### config.mk
export PLATFORM = sky130hd
export DESIGN_NAME = dijk_alu
export DESIGN_NICKNAME = d
export VERILOG_FILES = /design/src/hw/rtl/dijk_pkg.sv /design/src/hw/rtl/dijk_alu.sv
export SDC_FILE = /design/constraint.sdc
export NUM_CORES = 1
export LEC_CHECK = 0
export BUFFER_PORTS_ARGS = -buffer_cell sky130_fd_sc_hd__buf_2
export CAP_MARGIN = 30
export CORE_UTILIZATION = 55
export DETAILED_ROUTE_END_ITERATION = 8
export GPL_TIMING_DRIVEN = 0
export PLACE_DENSITY = 0.93
export REMOVE_ABC_BUFFERS = 1
export SYNTH_ARGS = -nofsm -noshare
export SYNTH_HDL_FRONTEND = slang
export SYNTH_SLANG_ARGS = --single-unit
### constraint.sdc
create_clock -name vclk -period 9.9
set_clock_uncertainty 0.1 [all_clocks]
set_input_delay 0 -clock vclk [all_inputs]
set_output_delay 0 -clock vclk [all_outputs]
set_load 0.01 [all_outputs]
### src/hw/rtl/dijk_pkg.sv
// ----------------------------------------------------------------------------
// Dense Dijkstra package
// Shared widths, codes and interface structs for the shortest path engine.
// ----------------------------------------------------------------------------
package dijk_pkg;

  localparam int unsigned NodeMax = 64;
  localparam int unsigned IdxW    = $clog2(NodeMax);
  localparam int unsigned CntW    = $clog2(NodeMax + 1);
  localparam int unsigned WAddrW  = 2 * IdxW;
  localparam int unsigned DistW   = 40;
  localparam int unsigned WeightW = 30;
  localparam int unsigned ActW    = 2;

  localparam logic [DistW-1:0] DistOnes = {DistW{1'b1}};

  typedef enum logic [ActW-1:0] {
    ActWeight = 2'd0,
    ActDist   = 2'd1,
    ActRun    = 2'd2
  } action_e;

  typedef enum logic {
    OpScan  = 1'b0,
    OpRelax = 1'b1
  } alu_op_e;

  typedef struct packed {
    alu_op_e             op;
    logic [DistW-1:0]    base;
    logic [DistW-1:0]    cand;
    logic [WeightW-1:0]  weight;
  } alu_req_t;

  typedef struct packed {
    logic             lt;
    logic [DistW-1:0] sum;
  } alu_rsp_t;

  typedef struct packed {
    logic               w_we;
    logic [WAddrW-1:0]  w_waddr;
    logic [WeightW-1:0] w_wdata;
    logic [WAddrW-1:0]  w_raddr;
    logic               d_we;
    logic [IdxW-1:0]    d_waddr;
    logic [DistW-1:0]   d_wdata;
    logic [IdxW-1:0]    d_raddr;
  } mem_req_t;

endpackage

### src/hw/rtl/dijk_alu.sv
// ----------------------------------------------------------------------------
// Shared compare and add unit
// Saturating distance plus weight, and one less-than compare shared by the
// minimum search and the relaxation step.
// ----------------------------------------------------------------------------
module dijk_alu (
  input  dijk_pkg::alu_req_t req_i,
  output dijk_pkg::alu_rsp_t rsp_o
);

  logic [dijk_pkg::DistW:0]   sum_wide;
  logic [dijk_pkg::DistW-1:0] sum_sat;
  logic [dijk_pkg::DistW-1:0] lhs;
  logic [dijk_pkg::DistW-1:0] rhs;

  assign sum_wide = {1'b0, req_i.base}
                  + {{(dijk_pkg::DistW - dijk_pkg::WeightW + 1){1'b0}}, req_i.weight};
  assign sum_sat  = sum_wide[dijk_pkg::DistW] ? dijk_pkg::DistOnes
                                              : sum_wide[dijk_pkg::DistW-1:0];

  always_comb begin
    if (req_i.op == dijk_pkg::OpRelax) begin
      lhs = sum_sat;
      rhs = req_i.cand;
    end else begin
      lhs = req_i.cand;
      rhs = req_i.base;
    end
  end

  assign rsp_o.lt  = lhs < rhs;
  assign rsp_o.sum = sum_sat;

endmodule

==> summary.txt <==
Floorplanning
  – Core Region: 6490 µm²
  – Die ar.: 7210 µm²
  – # rows: 29
  – Initial core utilization: 0.582
  – Die height: 84.9 µm
  – Ports: 152
  – Die width: 84.9 µm

Pwr
  – PwrDens: 71.2 nW/µm²
  – P_int: 0.147 mW
  – Clock share of power: 0
  – Seq pwr share: 0
  – Comb pwr share: 1.000
  – Leak: 2.42 nW
  – Power Total: 0.328 mW
  – Sw power: 0.182 mW
  – Switch share: 0.553
  – Worst vdd rail ir drop: 0.0000403 V

Critical path
  – CP Cell Sequence: buf_2, ha_1, fa_1, a21o_1, a221oi_2, or3_1, a31oi_2, o21ba_1, o211ai_4, buf_16, and2_1, a21oi_1, ha_1, a21o_1, a21o_1, a211oi_1, nor2_1, o21ai_0, a31oi_1, or3_1, a211oi_2, buf_2
  – CP endpoint kind: output pin
  – Crit-path max cell delay: 0.48 ns
  – Crit-path most repeated cell: a21o_1
  – Worst Setup Path Type: primary input to output pin
  – Critical path peak fanout: 21
  – Startpoint Class: primary input
  – WP data required: 9.80 ns
  – Critical path origin: req_i[0]
  – Worst Setup EP: rsp_o[40]
  – Arr. time, crit path: 5.31 ns
  – Crit-path slowest cell: o211ai_4

Run status
  – Status: finished with violations
  – Violated checks: DRC

Cells and area
  – # diodes: 0
  – Fraction of layout cells with a size suffix above 1: 0.259
  – Sequential Area: 0 µm²
  – Number of fillers in the final layout: 547
  – Design area: 4610 µm²
  – Commonest non-fill, non-tap cells in the layout: buf_2, ha_1, nor2_1
  – Commonest non-fill, non-tap cell in the layout: buf_2
  – Flip-flop and latch count: 0
  – # clk buffers: 0
  – Synth-to-Final Area Change: 22.0%
  – Final nets: 848

Detailed routing
  – Routed Wire Length: 11200 µm
  – Initial drt markers: 208
  – Drc violations: 11
  – Via density: 6.23
  – Antenna Nets Post-Route: 0
  – Routed vias: 4624
  – Per-cell routed wire length: 15.1 µm
  – Drt pass-1 iters: 9

Placement
  – Post-DP HPWL: 9550 µm
  – Gpl congestion: 0.918
  – Placed cell area: 4580 µm²
  – Port Buffers: 152

Logic synthesis
  – Warnings from Yosys: 0
  – Synthesized cell area: 3780 µm²
  – Post-synthesis sequential area ratio: 0
  – Count of cell types in the netlist: 56
  – Mapped Cells: 536
  – Syn avg cell area: 7.05 µm²

STA
  – FMAX: 0.185 GHz
  – Final period util: 0.547
  – RSZ-0062 raised after global routing: no
  – Post-route minimum period: 5.41 ns
  – Max transition margin: 0.580
  – # setup viols final: 0
  – Final slew viol count: 0
  – Slew @ Worst Pin: 0.615 ns
  – Final Hold Viols: 0
  – Setup TNS: 0 ns

GRT
  – Largest net degree at the start of global routing: 62
  – Gr usage total: 0.302
  – First-pass GRT wire length: 18500 µm
  – GRT overflow: 0
  – Vias in the first global route: 4297
  – Initial antenna violation count: 0

Run
  – Max-cap violations: 0

CTS
  – # hold bufs at CTS: 0
  – Resize count post-CTS: 0
  – Post-CTS setup buffer count: 0

Min path
  – Hold Path Class: primary input to output pin
-- worst max-delay path: cells and delay by family --
kind | cells | cell delay (ns)
AOI/OAI and AO/OA | 12 | 2.78
and+or+nand+nor | 4 | 1.15
adders and majority gates | 3 | 0.87
buffers and inverters | 3 | 0.50
-- stage by stage --
step / cells / worst slack (ns) / util / hold WS (ns)
final: 742 / 4.49 / 0.710 / 0.268
after global routing: 742 / 4.23 / 0.710 / 0.285
after CTS: 741 / 4.33 / 0.706 / 0.270
after detailed placement: 741 / 4.33 / 0.706 / 0.269
after global placement: 739 / 3.38 / 0.695 / 0.266
after floorplan: 510 / 4.82 / - / 0.0491
-- cell usage after synthesis (4+ instances only) --
cell      number  area share
xnor2_1       20       0.046
o21a_1         8       0.016
a31oi_1       27       0.045
mux2_2         9       0.027
clkbuf_1      13       0.013
buf_2          8       0.011
and2_1         7       0.012
nand3_1        9       0.012
xor2_1        15       0.035
a21o_1        22       0.044
a211oi_1       4      0.0079
ha_1          69        0.23
inv_1         12       0.012
nor3_1         8       0.011
nand2_1       53       0.053
nor2_1        57       0.057
nand2b_1       4      0.0066
a21oi_1       40       0.053
or3_1          5      0.0083
o211ai_1       4      0.0079
o21bai_1       8       0.016
o21ai_0       28       0.037
nand4_1       20       0.033
mux2i_1       39        0.10
-- worst min path at each step --
stage | from | cells after the start | slack [ns] | end
global placement | req_i[107] | 4 | 0.27 | rsp_o[37]
CTS | req_i[107] | 4 | 0.27 | rsp_o[37]
detailed placement | req_i[107] | 4 | 0.27 | rsp_o[37]
global route | req_i[101] | 4 | 0.28 | rsp_o[31]
finish | req_i[107] | 4 | 0.27 | rsp_o[37]
floorplan | req_i[108] | 1 | 0.05 | rsp_o[38]
-- kinds of logic after synthesis --
group,Yosys count,synth area share
compound gates,170,0.297
xor+xnor,35,0.0811
fa+ha+maj,70,0.234
buf+inv,38,0.0434
mux,48,0.130
simple gates,175,0.214
-- routing by layer --
layer	global-route usage	share of wire	up-vias
met5	0	0	-
met4	0.0555	0.017	0
li1	-	-	2286
met2	0.565	0.50	200
met3	0.0136	0.065	18
met1	0.386	0.42	2120
-- layout make-up --
type	instances	area, µm²	area share
inverters	12	45.0	0.00977
multi-input cells	498	3620	0.786
repair buffers	155	846	0.183
well taps	77	96.3	0.0209
-- power groups by stage --
stage	combinational [mW]	clock, mW	sequential [mW]
detailed placement	0.323	0	0
CTS	0.325	0	0
global route	0.364	0	0
floorplan	0.212	0	0
finish	0.328	0	0
global placement	0.310	0	0
No activity file was read; power rests on OpenSTA's default activity.
