## src/hw/rtl/dijk_pkg.sv

```systemverilog
// ----------------------------------------------------------------------------
// Dense Dijkstra package
// Shared widths, codes and interface structs for the shortest path engine.
// ----------------------------------------------------------------------------
package dijk_pkg;

  localparam int unsigned NodeMax = 64;
  localparam int unsigned IdxW    = $clog2(NodeMax);
  localparam int unsigned CntW    = $clog2(NodeMax + 1);
  localparam int unsigned WAddrW  = 2 * IdxW;
  localparam int unsigned DistW   = 40;
  localparam int unsigned WeightW = 30;
  localparam int unsigned ActW    = 2;

  localparam logic [DistW-1:0] DistOnes = {DistW{1'b1}};

  typedef enum logic [ActW-1:0] {
    ActWeight = 2'd0,
    ActDist   = 2'd1,
    ActRun    = 2'd2
  } action_e;

  typedef enum logic {
    OpScan  = 1'b0,
    OpRelax = 1'b1
  } alu_op_e;

  typedef struct packed {
    alu_op_e             op;
    logic [DistW-1:0]    base;
    logic [DistW-1:0]    cand;
    logic [WeightW-1:0]  weight;
  } alu_req_t;

  typedef struct packed {
    logic             lt;
    logic [DistW-1:0] sum;
  } alu_rsp_t;

  typedef struct packed {
    logic               w_we;
    logic [WAddrW-1:0]  w_waddr;
    logic [WeightW-1:0] w_wdata;
    logic [WAddrW-1:0]  w_raddr;
    logic               d_we;
    logic [IdxW-1:0]    d_waddr;
    logic [DistW-1:0]   d_wdata;
    logic [IdxW-1:0]    d_raddr;
  } mem_req_t;

endpackage

```

## src/hw/rtl/dijk_seq.sv

```systemverilog
// ----------------------------------------------------------------------------
// Dijkstra sequencer
// Handles load requests, walks the minimum search and relaxation passes over
// the memories, and emits one result per node.
// ----------------------------------------------------------------------------
module dijk_seq (
  input  logic                                 clk_i,
  input  logic                                 rst_ni,
  input  logic                                 in_valid_i,
  output logic                                 in_ready_o,
  input  logic [dijk_pkg::ActW-1:0]            action_i,
  input  logic [dijk_pkg::IdxW-1:0]            row_node_i,
  input  logic [dijk_pkg::IdxW-1:0]            col_node_i,
  input  logic [dijk_pkg::DistW-1:0]           value_i,
  input  logic                                 cfg_valid_i,
  output logic                                 cfg_ready_o,
  input  logic [dijk_pkg::CntW-1:0]            cfg_node_count_i,
  output logic                                 out_valid_o,
  input  logic                                 out_ready_i,
  output logic [dijk_pkg::IdxW-1:0]            node_index_o,
  output logic [dijk_pkg::DistW-1:0]           distance_o,
  output logic                                 last_result_o,
  output dijk_pkg::mem_req_t                   mem_o,
  input  logic [dijk_pkg::WeightW-1:0]         w_rdata_i,
  input  logic [dijk_pkg::DistW-1:0]           d_rdata_i,
  output dijk_pkg::alu_req_t                   alu_req_o,
  input  dijk_pkg::alu_rsp_t                   alu_rsp_i
);

  typedef enum logic [5:0] {
    StIdle    = 6'b000001,
    StScan    = 6'b000010,
    StRelax   = 6'b000100,
    StEmitRd  = 6'b001000,
    StEmitLd  = 6'b010000,
    StEmitOut = 6'b100000
  } state_e;

  state_e                              state_q, state_d;
  logic [dijk_pkg::CntW-1:0]           ncount_q, ncount_d;
  logic [dijk_pkg::CntW-1:0]           cnt_q, cnt_d;
  logic [dijk_pkg::CntW-1:0]           idx_q, idx_d;
  logic                                pv_q, pv_d;
  logic                                found_q, found_d;
  logic [dijk_pkg::NodeMax-1:0]        settled_q, settled_d;
  logic                                out_valid_q, out_valid_d;
  logic [dijk_pkg::IdxW-1:0]           pidx_q, pidx_d;
  logic [dijk_pkg::IdxW-1:0]           m_q, m_d;
  logic [dijk_pkg::DistW-1:0]          best_q, best_d;
  logic [dijk_pkg::IdxW-1:0]           out_idx_q, out_idx_d;
  logic [dijk_pkg::DistW-1:0]          out_dist_q, out_dist_d;
  logic                                out_last_q, out_last_d;

  logic                                in_fire;
  dijk_pkg::action_e                   act;
  logic                                issue;
  logic                                hit;
  logic [dijk_pkg::CntW-1:0]           cnt_use;

  assign in_ready_o    = (state_q == StIdle);
  assign cfg_ready_o   = (state_q == StIdle);
  assign in_fire       = in_valid_i && in_ready_o;
  assign act           = dijk_pkg::action_e'(action_i);
  assign issue         = (idx_q != cnt_q);
  assign hit           = pv_q && !settled_q[pidx_q] && alu_rsp_i.lt;

  assign out_valid_o   = out_valid_q;
  assign node_index_o  = out_idx_q;
  assign distance_o    = out_dist_q;
  assign last_result_o = out_last_q;

  always_comb begin
    if (ncount_q == '0) begin
      cnt_use = dijk_pkg::CntW'(1);
    end else if (ncount_q > dijk_pkg::CntW'(dijk_pkg::NodeMax)) begin
      cnt_use = dijk_pkg::CntW'(dijk_pkg::NodeMax);
    end else begin
      cnt_use = ncount_q;
    end
  end

  always_comb begin
    alu_req_o.op     = (state_q == StRelax) ? dijk_pkg::OpRelax : dijk_pkg::OpScan;
    alu_req_o.base   = best_q;
    alu_req_o.cand   = d_rdata_i;
    alu_req_o.weight = w_rdata_i;
  end

  always_comb begin
    mem_o.w_we    = in_fire && (act == dijk_pkg::ActWeight);
    mem_o.w_waddr = {row_node_i, col_node_i};
    mem_o.w_wdata = value_i[dijk_pkg::WeightW-1:0];
    mem_o.w_raddr = {m_q, idx_q[dijk_pkg::IdxW-1:0]};
    mem_o.d_raddr = idx_q[dijk_pkg::IdxW-1:0];
    if (state_q == StRelax) begin
      mem_o.d_we    = hit;
      mem_o.d_waddr = pidx_q;
      mem_o.d_wdata = alu_rsp_i.sum;
    end else begin
      mem_o.d_we    = in_fire && (act == dijk_pkg::ActDist);
      mem_o.d_waddr = row_node_i;
      mem_o.d_wdata = value_i;
    end
  end

  always_comb begin
    state_d     = state_q;
    ncount_d    = ncount_q;
    cnt_d       = cnt_q;
    idx_d       = idx_q;
    pv_d        = 1'b0;
    found_d     = found_q;
    settled_d   = settled_q;
    out_valid_d = out_valid_q;
    pidx_d      = idx_q[dijk_pkg::IdxW-1:0];
    m_d         = m_q;
    best_d      = best_q;
    out_idx_d   = out_idx_q;
    out_dist_d  = out_dist_q;
    out_last_d  = out_last_q;

    if (cfg_valid_i && cfg_ready_o) begin
      ncount_d = cfg_node_count_i;
    end

    unique case (state_q)
      StIdle: begin
        if (in_fire && (act == dijk_pkg::ActRun)) begin
          settled_d = '0;
          cnt_d     = cnt_use;
          idx_d     = '0;
          best_d    = dijk_pkg::DistOnes;
          found_d   = 1'b0;
          state_d   = StScan;
        end
      end
      StScan: begin
        if (issue) begin
          pv_d  = 1'b1;
          idx_d = idx_q + dijk_pkg::CntW'(1);
        end
        if (hit) begin
          best_d  = d_rdata_i;
          m_d     = pidx_q;
          found_d = 1'b1;
        end
        if (!issue && !pv_q) begin
          idx_d = '0;
          if (found_q) begin
            settled_d[m_q] = 1'b1;
            state_d        = StRelax;
          end else begin
            state_d = StEmitRd;
          end
        end
      end
      StRelax: begin
        if (issue) begin
          pv_d  = 1'b1;
          idx_d = idx_q + dijk_pkg::CntW'(1);
        end
        if (!issue && !pv_q) begin
          idx_d   = '0;
          best_d  = dijk_pkg::DistOnes;
          found_d = 1'b0;
          state_d = StScan;
        end
      end
      StEmitRd: begin
        state_d = StEmitLd;
      end
      StEmitLd: begin
        out_dist_d  = d_rdata_i;
        out_idx_d   = idx_q[dijk_pkg::IdxW-1:0];
        out_last_d  = ((idx_q + dijk_pkg::CntW'(1)) == cnt_q);
        out_valid_d = 1'b1;
        state_d     = StEmitOut;
      end
      StEmitOut: begin
        if (out_ready_i) begin
          out_valid_d = 1'b0;
          if (out_last_q) begin
            state_d = StIdle;
          end else begin
            idx_d   = idx_q + dijk_pkg::CntW'(1);
            state_d = StEmitRd;
          end
        end
      end
      default: begin
        state_d = StIdle;
      end
    endcase
  end

  always_ff @(posedge clk_i or negedge rst_ni) begin
    if (!rst_ni) begin
      state_q     <= StIdle;
      ncount_q    <= dijk_pkg::CntW'(dijk_pkg::NodeMax);
      cnt_q       <= dijk_pkg::CntW'(dijk_pkg::NodeMax);
      idx_q       <= '0;
      pv_q        <= 1'b0;
      found_q     <= 1'b0;
      settled_q   <= '0;
      out_valid_q <= 1'b0;
    end else begin
      state_q     <= state_d;
      ncount_q    <= ncount_d;
      cnt_q       <= cnt_d;
      idx_q       <= idx_d;
      pv_q        <= pv_d;
      found_q     <= found_d;
      settled_q   <= settled_d;
      out_valid_q <= out_valid_d;
    end
  end

  always_ff @(posedge clk_i) begin
    pidx_q     <= pidx_d;
    m_q        <= m_d;
    best_q     <= best_d;
    out_idx_q  <= out_idx_d;
    out_dist_q <= out_dist_d;
    out_last_q <= out_last_d;
  end

endmodule

```

## config.mk

```make
export PLATFORM = sky130hd
export DESIGN_NAME = dijk_seq
export DESIGN_NICKNAME = d
export VERILOG_FILES = /design/src/hw/rtl/dijk_pkg.sv /design/src/hw/rtl/dijk_seq.sv
export SDC_FILE = /design/constraint.sdc
export NUM_CORES = 1
export LEC_CHECK = 0
export BUFFER_PORTS_ARGS = -buffer_cell sky130_fd_sc_hd__buf_4
export CAP_MARGIN = 20
export CORE_ASPECT_RATIO = 0.5
export CORE_MARGIN = 2
export CORE_UTILIZATION = 40
export DETAILED_ROUTE_END_ITERATION = 12
export PLACE_DENSITY = 0.71
export SLEW_MARGIN = 15
export SYNTH_ARGS = -nofsm -noshare
export SYNTH_HDL_FRONTEND = slang
export SYNTH_SLANG_ARGS = --single-unit
```

## constraint.sdc

```tcl
create_clock -name clk_i -period 13.8 [get_ports clk_i]
set_clock_uncertainty 0.15 [all_clocks]
set_input_delay 1.38 -clock clk_i [delete_from_list [all_inputs] [get_ports clk_i]]
set_output_delay 1.38 -clock clk_i [all_outputs]
set_load 0.005 [all_outputs]
```

==> metrics.md <==
| Metric | Value |
|---|---|
| Crit path launch type | flop |
| Vias in the first global route | about 7,100 |
| CP Capture Type | output port |
| CTS tree | yes |
| Rows | 39 |
| Routed wire per std cell | 19.6 µm |
| Post-route clock period utilization | a little over a third |
| CP Buf/Inv Count | 3 |
| Min-Delay Path Class | reg2reg |
| Syn Area/Cell | approximately 11 µm² |
| Via Count | 7,541 |
| Setup TNS after final layout | 0 ps |
| Top Metal Used | met4 |
| Post-CTS setup buffers | 0 |
| Lkg Pwr | 5.52 nW |
| Max Cap Viol | 0 |
| Slew @ Worst Pin | 1170 ps |
| Hold Vio Cnt, Final | 0 |
| Synth cell types | between 60 and 70 |
| Worst-path clk slew | about 80 ps |
| Global-route wire length before repair | 41.9 mm |
| Netlist Area Pre-Place | about 9500 µm² |
| I/O pins | between 400 and 500 |
| Register Area | approximately 5300 µm² |
| Total Routed Length | about 28 mm |
| Syn_nets | 1,079 |
| Hold Buf Count CTS | 0 |
| Commonest non-fill, non-tap cell in the layout | buf_4 |
| Top_reg_cell synth | edfxtp_1 |
| Antenna Cells | 0 |
| Total CTS buffers | 17 |
| Core Region | around 23,000 µm² |
| Max clock buf depth | 2 |
| Post-synth EDFFs | 93 |
| Family with the most delay on the worst path | simple AND/OR/NAND/NOR gates |
| GP Congestion | 1.03 |
| Most frequent cells in the layout | 381 x buf_4, 169 x nand2_1, 93 x edfxtp_1, 91 x dfrtp_1, 81 x nor2_1 |
| Clock Sinks | 193 |
| Die Y | between 100 and 150 µm |
| Initial DRC count | 750 |
| Max H-tree Level | 4 |
| Die W | 222 µm |
| Post-Layout Inst Area | 12,300 µm² |
| Peak supply drop | about 0.000080 V |
| Peak fanout along the critical path | 54 |
| Cell Area, Placed | 11,700 µm² |
| GR Util All Layers | between 20% and 30% |
| Synthesized flop and latch total | between 150 and 200 |
| Min cycle time layout | approximately 5000 ps |
| Root Buffer | clkbuf_16 |
| Hpwl dp | just over 20 mm |
| Drt pass-1 iters | 7 |
| Fill count | 2,001 |
| Remaining DRCs | 0 |
| IO buf count | about 370 |
| Multi-input logic area | 3140 µm² |
| Largest net degree at the start of global routing | 74 |
| Routed wl met3 | 1.79 mm |
| Slowest stage delay, CP | 650 ps |
| GRT overflow | 0 |
| Post-cts sizing count | 0 |
| PwrDens | 140 nW/µm² |
| Met2 wire len | 13.5 mm |
| DR vias/cell | 5.20 |
| Synthesized instance count | about 900 |
| Max Slew Vio Count | 0 |
| Synthesis Warnings | 0 |
| Total power | about 1.7 mW |
| Share of cells above drive strength 1 | between 40% and 50% |
| Slew HR | 21.0% |
| Unrepaired setup endpoints after global routing | false |
| Critical-path cell list | or4_1 -> or3b_2 -> buf_4 -> inv_2 -> nand2_1 -> nand2_1 -> buf_4 |
| Req. time, crit path | ~12,000 ps |
| # setup viols final | 0 |
| Worst Path Arrival | 3420 ps |
| Ys async rst share | 48.7% |
| Final net count | 1,307 |
| Number of antenna violations at the first check in global routing | 0 |
| Outcome | finished, final reports clean |
| WL met1 | around 13 mm |
| Starting Density | 41.3% |
| DIE AREA | 25,200 µm² |
| Post-synthesis sequential area ratio | about 55% |
| Clk_lat worst skew | between 400 and 500 ps |
| WS Path Type | reg2out |
| Area delta synth->final | 28.6% |
| Post-route ant nets | 0 |
| CP max stage cell | inv_2 |
| Fmax achieved | 202 MHz |
-- sequential cells by signal, summed over array words and instances, names as in the netlist, 7 cells and up --
name        count
cnt_q           7
best_q         40
idx_q           7
settled_q      64
distance_o     40
ncount_q        7
-- report_power, final --
group	switching, mW	internal (mW)	leakage (nW)
Sequential	0.0515	0.706	2.10
Clock	0.224	0.280	0.304
Combinational	0.261	0.197	3.12
-- cells in the mapped netlist, drive strengths merged, types with 7 or more instances --
cell type | instances | share of area (%)
a21oi | 66 | 3.5
a31oi | 10 | 0.66
buf | 133 | 10
clkbuf | 39 | 1.5
dfrtp | 91 | 24
edfxtp | 93 | 29
mux2 | 11 | 1.3
mux2i | 9 | 0.94
mux4 | 11 | 2.6
nand2 | 169 | 6.6
nand2b | 8 | 0.60
nor2 | 81 | 3.2
nor2b | 13 | 0.85
nor3 | 7 | 0.47
o21ai | 20 | 1.0
or3 | 40 | 2.6
xnor2 | 8 | 0.73
-- worst paths after layout --
path / start / to / slack [ps] / cells past startpoint
setup reg to reg: state_q[1]$_DFFE_PN0P_ / settled_q[57]$_DFFE_PN0P_ / 9690 / 8
setup / recovery: state_q[1]$_DFFE_PN0P_ / mem_o[37] / 8850 / 7
hold / removal: cnt_q[6]$_DFFE_PN1P_ / cnt_q[6]$_DFFE_PN1P_ / 320 / 2
hold reg to reg: cnt_q[6]$_DFFE_PN1P_ / cnt_q[6]$_DFFE_PN1P_ / 320 / 2
max in group asynchronous: rst_ni / settled_q[34]$_DFFE_PN0P_ / 11630 / 2
min in group asynchronous: rst_ni / ncount_q[2]$_DFFE_PN0P_ / 800 / 1
-- per-layer routing --
| metal | GRT usage (%) | vias up |
|---|---|---|
| met1 | 30.4 | 3729 |
| met3 | 3.69 | 50 |
| met5 | 0 | - |
| met4 | 7.61 | 0 |
| li1 | - | 3453 |
| met2 | 33.9 | 309 |
-- worst min-delay path, delay by kind of cell (launching register included) --
family | cells | cell delay [ps]
flip-flops | 1 | 380
AND/OR/NAND/NOR | 2 | 100
-- per-stage QoR --
stage	setup WS, ps	util (%)	cells	hold slack, ps
floorplan	7710	-	901	253
global placement	9450	50.4	1417	312
detailed placement	9370	50.4	1417	310
CTS	8900	53.1	1449	322
global route	8670	53.1	1449	330
finish	8850	53.1	1449	319
-- logic make-up (layout without fill, tap and decap cells) --
family,after synthesis,in the layout,share of synthesized area [%]
AO/OA/AOI/OAI,126,126,8.64
XOR/XNOR,12,12,1.10
adder cells (fa/ha/maj),1,1,0.131
buffers and inverters,176,417,12.1
flip-flops,193,193,55.2
multiplexers,31,31,4.84
AND/OR/NAND/NOR,362,362,18.0
-- cell type report --
type,instances,area share (%)
clock buffers,20,3.99
multi-input cells,532,25.6
clock inverters,12,0.948
flip-flops and latches,193,42.9
repair buffers,381,23.3
well taps,307,3.13
inverters,4,0.122
Note: power is estimated with default switching activity, not from simulation.
